## src/design/nfa_pkg.sv

```systemverilog
// Shared types, codes and sizes for the NOR flash array model.
package nfa_pkg;

  // Store geometry: 1 MiB of 16-bit words
  localparam int unsigned DATA_W      = 16;
  localparam int unsigned BYTE_ADDR_W = 20;
  localparam int unsigned WORD_ADDR_W = 19;
  localparam int unsigned STORE_WORDS = 524288;
  localparam longint unsigned STORE_BYTES = 64'd1048576;

  localparam logic [DATA_W-1:0] ERASED_WORD = '1;

  // Parameter defaults for the top level
  localparam int unsigned SECTOR_BYTES_DEF = 65536;
  localparam int unsigned SECTOR_COUNT_DEF = 16;

  // Action codes
  localparam logic [1:0] ACT_READ      = 2'd0;
  localparam logic [1:0] ACT_PROGRAM   = 2'd1;
  localparam logic [1:0] ACT_ERASE_SEC = 2'd2;
  localparam logic [1:0] ACT_ERASE_ALL = 2'd3;

  // Status codes
  localparam logic [1:0] ST_OK     = 2'd0;
  localparam logic [1:0] ST_ODD    = 2'd1;
  localparam logic [1:0] ST_RANGE  = 2'd2;
  localparam logic [1:0] ST_SECTOR = 2'd3;

  typedef enum logic [2:0] {
    S_CLEAR,
    S_IDLE,
    S_RMW,
    S_SWEEP,
    S_POST
  } state_t;

  typedef enum logic [1:0] {
    K_RMW,
    K_SWEEP,
    K_FLAG
  } kind_t;

  // Request from the sequencer to the word memory
  typedef struct packed {
    logic                   we;
    logic [WORD_ADDR_W-1:0] waddr;
    logic [DATA_W-1:0]      wdata;
    logic                   re;
    logic [WORD_ADDR_W-1:0] raddr;
  } mem_req_t;

endpackage

```

## src/design/nfa_ctrl.sv

```systemverilog
// Sequencer: decode, read-modify-write, erase sweeps, clear pass, result register.
module nfa_ctrl #(
  parameter int unsigned SECTOR_BYTES = nfa_pkg::SECTOR_BYTES_DEF,
  parameter int unsigned SECTOR_COUNT = nfa_pkg::SECTOR_COUNT_DEF
) (
  input  logic                             clk,
  input  logic                             rst_n,
  input  logic                             in_valid,
  output logic                             in_stall,
  input  logic [1:0]                       in_action,
  input  logic [nfa_pkg::BYTE_ADDR_W-1:0]  in_byte_address,
  input  logic [5:0]                       in_sector_number,
  input  logic [nfa_pkg::DATA_W-1:0]       in_write_data,
  output logic                             out_valid,
  input  logic                             out_stall,
  output logic [nfa_pkg::DATA_W-1:0]       out_read_data,
  output logic [1:0]                       out_status,
  output nfa_pkg::mem_req_t                mem_req,
  input  logic [nfa_pkg::DATA_W-1:0]       mem_rdata
);

  localparam int unsigned BA_W = nfa_pkg::BYTE_ADDR_W;
  localparam int unsigned WA_W = nfa_pkg::WORD_ADDR_W;
  localparam int unsigned DW   = nfa_pkg::DATA_W;

  // Array span in bytes, clipped to the store
  localparam longint unsigned ARRAY_RAW =
    longint'(SECTOR_BYTES) * longint'(SECTOR_COUNT);
  localparam longint unsigned ARRAY_CLIP =
    (ARRAY_RAW > nfa_pkg::STORE_BYTES) ? nfa_pkg::STORE_BYTES : ARRAY_RAW;
  localparam logic [BA_W:0]   ARRAY_BYTES = (BA_W+1)'(ARRAY_CLIP);
  localparam logic [BA_W:0]   ALL_END     = (BA_W+1)'(ARRAY_CLIP >> 1);
  localparam logic [BA_W:0]   STORE_END   = (BA_W+1)'(nfa_pkg::STORE_WORDS);
  localparam logic [BA_W+7:0] SB_L        = (BA_W+8)'(SECTOR_BYTES);
  localparam logic [BA_W+7:0] STORE_B_L   = (BA_W+8)'(nfa_pkg::STORE_BYTES);
  localparam logic [6:0]      SC_L        = 7'(SECTOR_COUNT);

  nfa_pkg::state_t state_r, state_nxt;

  logic [BA_W:0]   ptr_r, ptr_nxt;
  logic [BA_W:0]   end_r, end_nxt;
  logic [DW-1:0]   fill_r, fill_nxt;
  logic [1:0]      act_r, act_nxt;
  logic [DW-1:0]   wdata_r, wdata_nxt;
  logic [WA_W-1:0] waddr_r, waddr_nxt;
  logic [DW-1:0]   res_data_r, res_data_nxt;
  logic [1:0]      res_status_r, res_status_nxt;
  logic            out_valid_r, out_valid_nxt;
  logic [DW-1:0]   out_data_r, out_data_nxt;
  logic [1:0]      out_status_r, out_status_nxt;

  // Decode of the incoming item
  nfa_pkg::kind_t  dec_kind;
  logic [1:0]      dec_status;
  logic [BA_W:0]   dec_start;
  logic [BA_W:0]   dec_end;
  logic [BA_W+7:0] sec_lo;
  logic [BA_W+7:0] sec_hi;
  logic [BA_W+7:0] sec_hi_clip;

  logic out_free;
  logic sweep_last;

  assign out_free   = !out_valid_r || !out_stall;
  assign sweep_last = ((ptr_r + 1'b1) == end_r);

  always_comb begin
    sec_lo      = (BA_W+8)'(in_sector_number) * SB_L;
    sec_hi      = sec_lo + SB_L;
    sec_hi_clip = (sec_hi > STORE_B_L) ? STORE_B_L : sec_hi;
    dec_kind    = nfa_pkg::K_FLAG;
    dec_status  = nfa_pkg::ST_OK;
    dec_start   = '0;
    dec_end     = '0;
    case (in_action)
      nfa_pkg::ACT_READ, nfa_pkg::ACT_PROGRAM: begin
        if (in_byte_address[0]) begin
          dec_status = nfa_pkg::ST_ODD;
        end else if ({1'b0, in_byte_address} >= ARRAY_BYTES) begin
          dec_status = nfa_pkg::ST_RANGE;
        end else begin
          dec_kind = nfa_pkg::K_RMW;
        end
      end
      nfa_pkg::ACT_ERASE_SEC: begin
        if ({1'b0, in_sector_number} >= SC_L) begin
          dec_status = nfa_pkg::ST_SECTOR;
        end else if (sec_lo < STORE_B_L) begin
          // sector starts inside the store: sweep its words, clipped
          dec_kind  = nfa_pkg::K_SWEEP;
          dec_start = (BA_W+1)'(sec_lo >> 1);
          dec_end   = (BA_W+1)'(sec_hi_clip >> 1);
        end
      end
      nfa_pkg::ACT_ERASE_ALL: begin
        dec_kind  = nfa_pkg::K_SWEEP;
        dec_start = '0;
        dec_end   = ALL_END;
      end
      default: begin
        dec_kind = nfa_pkg::K_FLAG;
      end
    endcase
  end

  // Next state
  always_comb begin
    state_nxt = state_r;
    case (state_r)
      nfa_pkg::S_CLEAR: begin
        if (ptr_r == STORE_END - 1'b1) state_nxt = nfa_pkg::S_IDLE;
      end
      nfa_pkg::S_IDLE: begin
        if (in_valid) begin
          case (dec_kind)
            nfa_pkg::K_RMW:   state_nxt = nfa_pkg::S_RMW;
            nfa_pkg::K_SWEEP: state_nxt = nfa_pkg::S_SWEEP;
            default:          state_nxt = nfa_pkg::S_POST;
          endcase
        end
      end
      nfa_pkg::S_RMW: begin
        state_nxt = out_free ? nfa_pkg::S_IDLE : nfa_pkg::S_POST;
      end
      nfa_pkg::S_SWEEP: begin
        if (sweep_last) state_nxt = nfa_pkg::S_POST;
      end
      nfa_pkg::S_POST: begin
        if (out_free) state_nxt = nfa_pkg::S_IDLE;
      end
      default: state_nxt = nfa_pkg::S_IDLE;
    endcase
  end

  // Datapath and outputs
  always_comb begin
    mem_req        = '0;
    ptr_nxt        = ptr_r;
    end_nxt        = end_r;
    fill_nxt       = fill_r;
    act_nxt        = act_r;
    wdata_nxt      = wdata_r;
    waddr_nxt      = waddr_r;
    res_data_nxt   = res_data_r;
    res_status_nxt = res_status_r;
    out_data_nxt   = out_data_r;
    out_status_nxt = out_status_r;
    out_valid_nxt  = out_valid_r && out_stall;

    case (state_r)
      nfa_pkg::S_CLEAR: begin
        mem_req.we    = 1'b1;
        mem_req.waddr = ptr_r[WA_W-1:0];
        mem_req.wdata = '0;
        ptr_nxt       = ptr_r + 1'b1;
      end
      nfa_pkg::S_IDLE: begin
        if (in_valid) begin
          // issue the read now; the word is back in the next cycle
          mem_req.re     = 1'b1;
          mem_req.raddr  = in_byte_address[BA_W-1:1];
          act_nxt        = in_action;
          wdata_nxt      = in_write_data;
          waddr_nxt      = in_byte_address[BA_W-1:1];
          ptr_nxt        = dec_start;
          end_nxt        = dec_end;
          fill_nxt       = nfa_pkg::ERASED_WORD;
          res_data_nxt   = '0;
          res_status_nxt = dec_status;
        end
      end
      nfa_pkg::S_RMW: begin
        res_data_nxt   = (act_r == nfa_pkg::ACT_PROGRAM) ? (mem_rdata & wdata_r) : mem_rdata;
        res_status_nxt = nfa_pkg::ST_OK;
        mem_req.we     = (act_r == nfa_pkg::ACT_PROGRAM);
        mem_req.waddr  = waddr_r;
        mem_req.wdata  = res_data_nxt;
        if (out_free) begin
          out_valid_nxt  = 1'b1;
          out_data_nxt   = res_data_nxt;
          out_status_nxt = nfa_pkg::ST_OK;
        end
      end
      nfa_pkg::S_SWEEP: begin
        mem_req.we    = 1'b1;
        mem_req.waddr = ptr_r[WA_W-1:0];
        mem_req.wdata = fill_r;
        ptr_nxt       = ptr_r + 1'b1;
      end
      nfa_pkg::S_POST: begin
        if (out_free) begin
          out_valid_nxt  = 1'b1;
          out_data_nxt   = res_data_r;
          out_status_nxt = res_status_r;
        end
      end
      default: begin
        mem_req = '0;
      end
    endcase
  end

  always_ff @(posedge clk) begin
    if (!rst_n) begin
      state_r     <= nfa_pkg::S_CLEAR;
      ptr_r       <= '0;
      out_valid_r <= 1'b0;
    end else begin
      state_r     <= state_nxt;
      ptr_r       <= ptr_nxt;
      out_valid_r <= out_valid_nxt;
    end
  end

  always_ff @(posedge clk) begin
    end_r        <= end_nxt;
    fill_r       <= fill_nxt;
    act_r        <= act_nxt;
    wdata_r      <= wdata_nxt;
    waddr_r      <= waddr_nxt;
    res_data_r   <= res_data_nxt;
    res_status_r <= res_status_nxt;
    out_data_r   <= out_data_nxt;
    out_status_r <= out_status_nxt;
  end

  assign in_stall      = (state_r != nfa_pkg::S_IDLE);
  assign out_valid     = out_valid_r;
  assign out_read_data = out_data_r;
  assign out_status    = out_status_r;

endmodule

```

## config.mk

```make
export PLATFORM = sky130hd
export DESIGN_NAME = nfa_ctrl
export DESIGN_NICKNAME = d
export VERILOG_FILES = /design/src/design/nfa_pkg.sv /design/src/design/nfa_ctrl.sv
export SDC_FILE = /design/constraint.sdc
export NUM_CORES = 1
export LEC_CHECK = 0
export ABC_AREA = 1
export BUFFER_PORTS_ARGS = -buffer_cell sky130_fd_sc_hd__clkbuf_2
export CAP_MARGIN = 30
export CORE_MARGIN = 2
export CORE_UTILIZATION = 55
export DETAILED_ROUTE_END_ITERATION = 10
export GPL_ROUTABILITY_DRIVEN = 0
export PLACE_DENSITY = 0.85
export SYNTH_ARGS = -nofsm -noshare
export SYNTH_HDL_FRONTEND = slang
export SYNTH_SLANG_ARGS = --single-unit
```

## constraint.sdc

```tcl
create_clock -name clk -period 8.2 [get_ports clk]
set_input_delay 0 -clock clk [delete_from_list [all_inputs] [get_ports clk]]
set_output_delay 0 -clock clk [all_outputs]
set_load 0.1 [all_outputs]
```

==> flow_summary.ini <==
[status]
outcome = finished clean

[cts]
clkTransAtPathRegs_ns = 0.11
clockBufferDepth = 2
htree_levels = 3
cts_sinks = 104
clkLatencyLatePin_ns = 0.39
cts_made_buffers = 9
cts_tree = yes
clock-root-buffer = clkbuf_8

[min_path]
hold_depth = 3
min_to = ptr_r[17]
hp-class = in2reg
hold_start = in_sector_number[2]

[logic_synthesis]
synth.distinct_cells = 35
syn_avg_cell_area_um2 = 8.40
ys_ff_latch = 104
synth_nets = 686
synth_seq_area_share_pct = 55.2
ys_warn_count = 0
netlist_area_mm2 = 0.00520
syn_inst = 619

[global_routing]
grt-ovfl-total = 0
grt_pass1_wl_um = 22200
grt_pass1_vias = 4760
grt_max_degree = 45
antenna_found_initial = 0
grtUsageTotal_pct = 28.2

[layout]
final_common_cell = nand2_1
design_area_mm2 = 0.00665
finalNonFillerCells = 911
diodes = 0
post-route-util_pct = 72.3
final_cell_mix = nand2_1 (167), clkbuf_2 (139), nor2_1 (83), edfxtp_1 (79), inv_1 (58)
drive_above_1_share_pct = 22.8
multi_input_area_mm2 = 0.00204
register_area_mm2 = 0.00287
fill_cells = 629
nets = 862
area_delta_synth_final_pct = 27.8

[worst_setup_path]
reg2reg_setup_slack_ns = 5.26
required_ns = 8.20
path_max_fanout = 25
end_kind = output port
reg2reg_from = state_r[2]
worst_setup_path_start_kind = flip-flop
reg2regPathDepth = 8
path_class = reg2out
startpoint = state_r[0]
crit_arrival_ns = 3.66
reg2reg_to = ptr_r[15]

[power_and_ir_drop]
clkPwrFrac_pct = 18.6
leakagePower_nw = 2.76
sw_frac_of_total_pct = 49.6
p_switching_uw = 928
power_frac_comb_pct = 43.9
seqPwrFrac_pct = 37.5
power_density_mw_per_mm2 = 282
peakVddDrop_mv = 0.180
internal_power_uw = 943

[die]
die_x_um = 101
core_mm2 = 0.00920
dieArea_mm2 = 0.0103
initial_core_util_pct = 56.6
ios = 140
dieHeight_um = 101
fp-row-count = 35

[sta]
skew_ns = 0.0127
setup_viol = 0
layout_setup_ws_ns = 4.54
worstMarginPinSlew_ns = 1.05
tns_ns = 0
maxSlewViolCount = 0
rsz0062_at_grt = false
hold_violations = 0
slew_headroom_pct = 29.7
period_minus_slack_ns = 3.66
fmax_mhz = 273
period_share_pct = 44.7

[route]
drtPass1Iterations = 6
drcViolationCount = 0
wire_per_inst_um = 15.9
num_vias = 5044
ant_nets = 0
drtIter0Drc = 286
wl_um = 14500
vias_per_cell = 5.54

[place]
dpl_cell_area_mm2 = 0.00599
port_buffers = 139
dp.final_hpwl_um = 10100
dp_slack_ns = 5.00
place_inst = 852

[run]
drv_cap = 0
==> area by class of cell <==
| class | instances | area share, % |
|---|---|---|
| sequential | 104 | 43.2 |
| multi-input combinational | 434 | 30.6 |
| timing repair buffer | 185 | 17.4 |
| inverter | 61 | 3.45 |
| tap | 111 | 2.09 |
| clock buffer | 9 | 1.86 |
| clock inverter | 7 | 1.39 |
==> logic make-up (layout without fill, tap and decap cells) <==
kind of cell             Yosys count  after routing  synth area share [%]
other                              1              1                0.0721
AO/OA/AOI/OAI                    109            109                  11.3
AND/OR/NAND/NOR                  317            317                  26.1
XOR/XNOR                           4              4                 0.674
flip-flops                       104            104                  55.2
buffers and inverters             81            262                  5.89
adder cells (fa/ha/maj)            3              3                 0.722
==> power groups by stage <==
| stage | Sequential (mW) | Clock, mW | Combinational (mW) |
|---|---|---|---|
| after floorplan | 0.917 | 0 | 0.443 |
| after global placement | 0.708 | 0 | 0.778 |
| after detailed placement | 0.713 | 0 | 0.794 |
| after CTS | 0.701 | 0.348 | 0.811 |
| after global routing | 0.710 | 0.368 | 0.860 |
| final | 0.701 | 0.349 | 0.821 |
==> timing repair <==
item                                   CTS  global route
buffers inserted                         0             0
endpoints found under the hold margin   45             0
hold buffers                            42             0
gates resized for setup                  0             0
==> state kept, by name, summed over array words and instances (netlist names) <==
| signal | count |
|---|---|
| act_r | 2 |
| end_r | 6 |
| out_read_data | 16 |
| out_status | 2 |
| out_valid | 1 |
| ptr_r | 21 |
| res_data_r | 16 |
| res_status_r | 2 |
| state_r | 3 |
| waddr_r | 19 |
| wdata_r | 16 |
==> worst max-delay path by stage <==
stage	end	slack, ns
global placement	mem_req[53]	5.20
CTS	mem_req[43]	4.55
global route	mem_req[43]	4.28
finish	mem_req[43]	4.54
detailed placement	mem_req[43]	5.00
floorplan	ptr_r[16]	3.49
==> Yosys cell counts <==
cell type | n | share of area, %
a21oi_1 | 39 | 3.8
o21a_1 | 1 | 0.14
o21ai_2 | 1 | 0.17
o21ai_0 | 55 | 5.3
conb_1 | 1 | 0.072
nor3_1 | 7 | 0.67
nand3_2 | 2 | 0.38
o31ai_1 | 2 | 0.29
nand2_1 | 167 | 12
xnor2_1 | 2 | 0.34
inv_2 | 1 | 0.072
buf_2 | 2 | 0.19
ha_1 | 3 | 0.72
nand4_1 | 7 | 0.84
o22ai_1 | 1 | 0.12
inv_1 | 58 | 4.2
dfxtp_1 | 25 | 9.6
o21bai_1 | 1 | 0.14
a22o_1 | 2 | 0.34
a211oi_1 | 1 | 0.14
nand2_4 | 1 | 0.22
nand2_2 | 6 | 0.72
nand3b_1 | 3 | 0.43
clkinv_1 | 2 | 0.14
a221oi_1 | 4 | 0.67
buf_1 | 4 | 0.29
xor2_1 | 2 | 0.34
a22oi_1 | 1 | 0.14
o21ai_1 | 1 | 0.096
edfxtp_1 | 79 | 46
nor2_2 | 2 | 0.24
nand3_1 | 30 | 2.9
nor2_4 | 7 | 1.5
nor2_1 | 85 | 6.1
clkbuf_1 | 14 | 1.0
==> metrics by stage <==
stage	hold slack, ns	power, mW
after floorplan	0.0976	1.36
after global placement	0.180	1.49
after detailed placement	0.179	1.51
after CTS	0.0132	1.86
after global routing	0.0448	1.94
final	0.0178	1.87
==> critical path, stage by stage, from the launching register on <==
cell      delay [ns]
dfxtp_1         0.39
clkinv_1        0.37
nor2_1          0.36
inv_1           0.07
nand2_1         0.65
inv_1           0.55
o21ai_0         0.37
clkbuf_2        0.52
==> routing by layer <==
layer	part of all wire, %	vias up	GRT usage [%]
met5	0	-	0
met4	2.9	0	11.4
met1	39	2343	33.3
li1	-	2412	-
met3	6.9	36	5.38
met2	51	253	50.6
No activity file was read; power rests on OpenSTA's default activity.
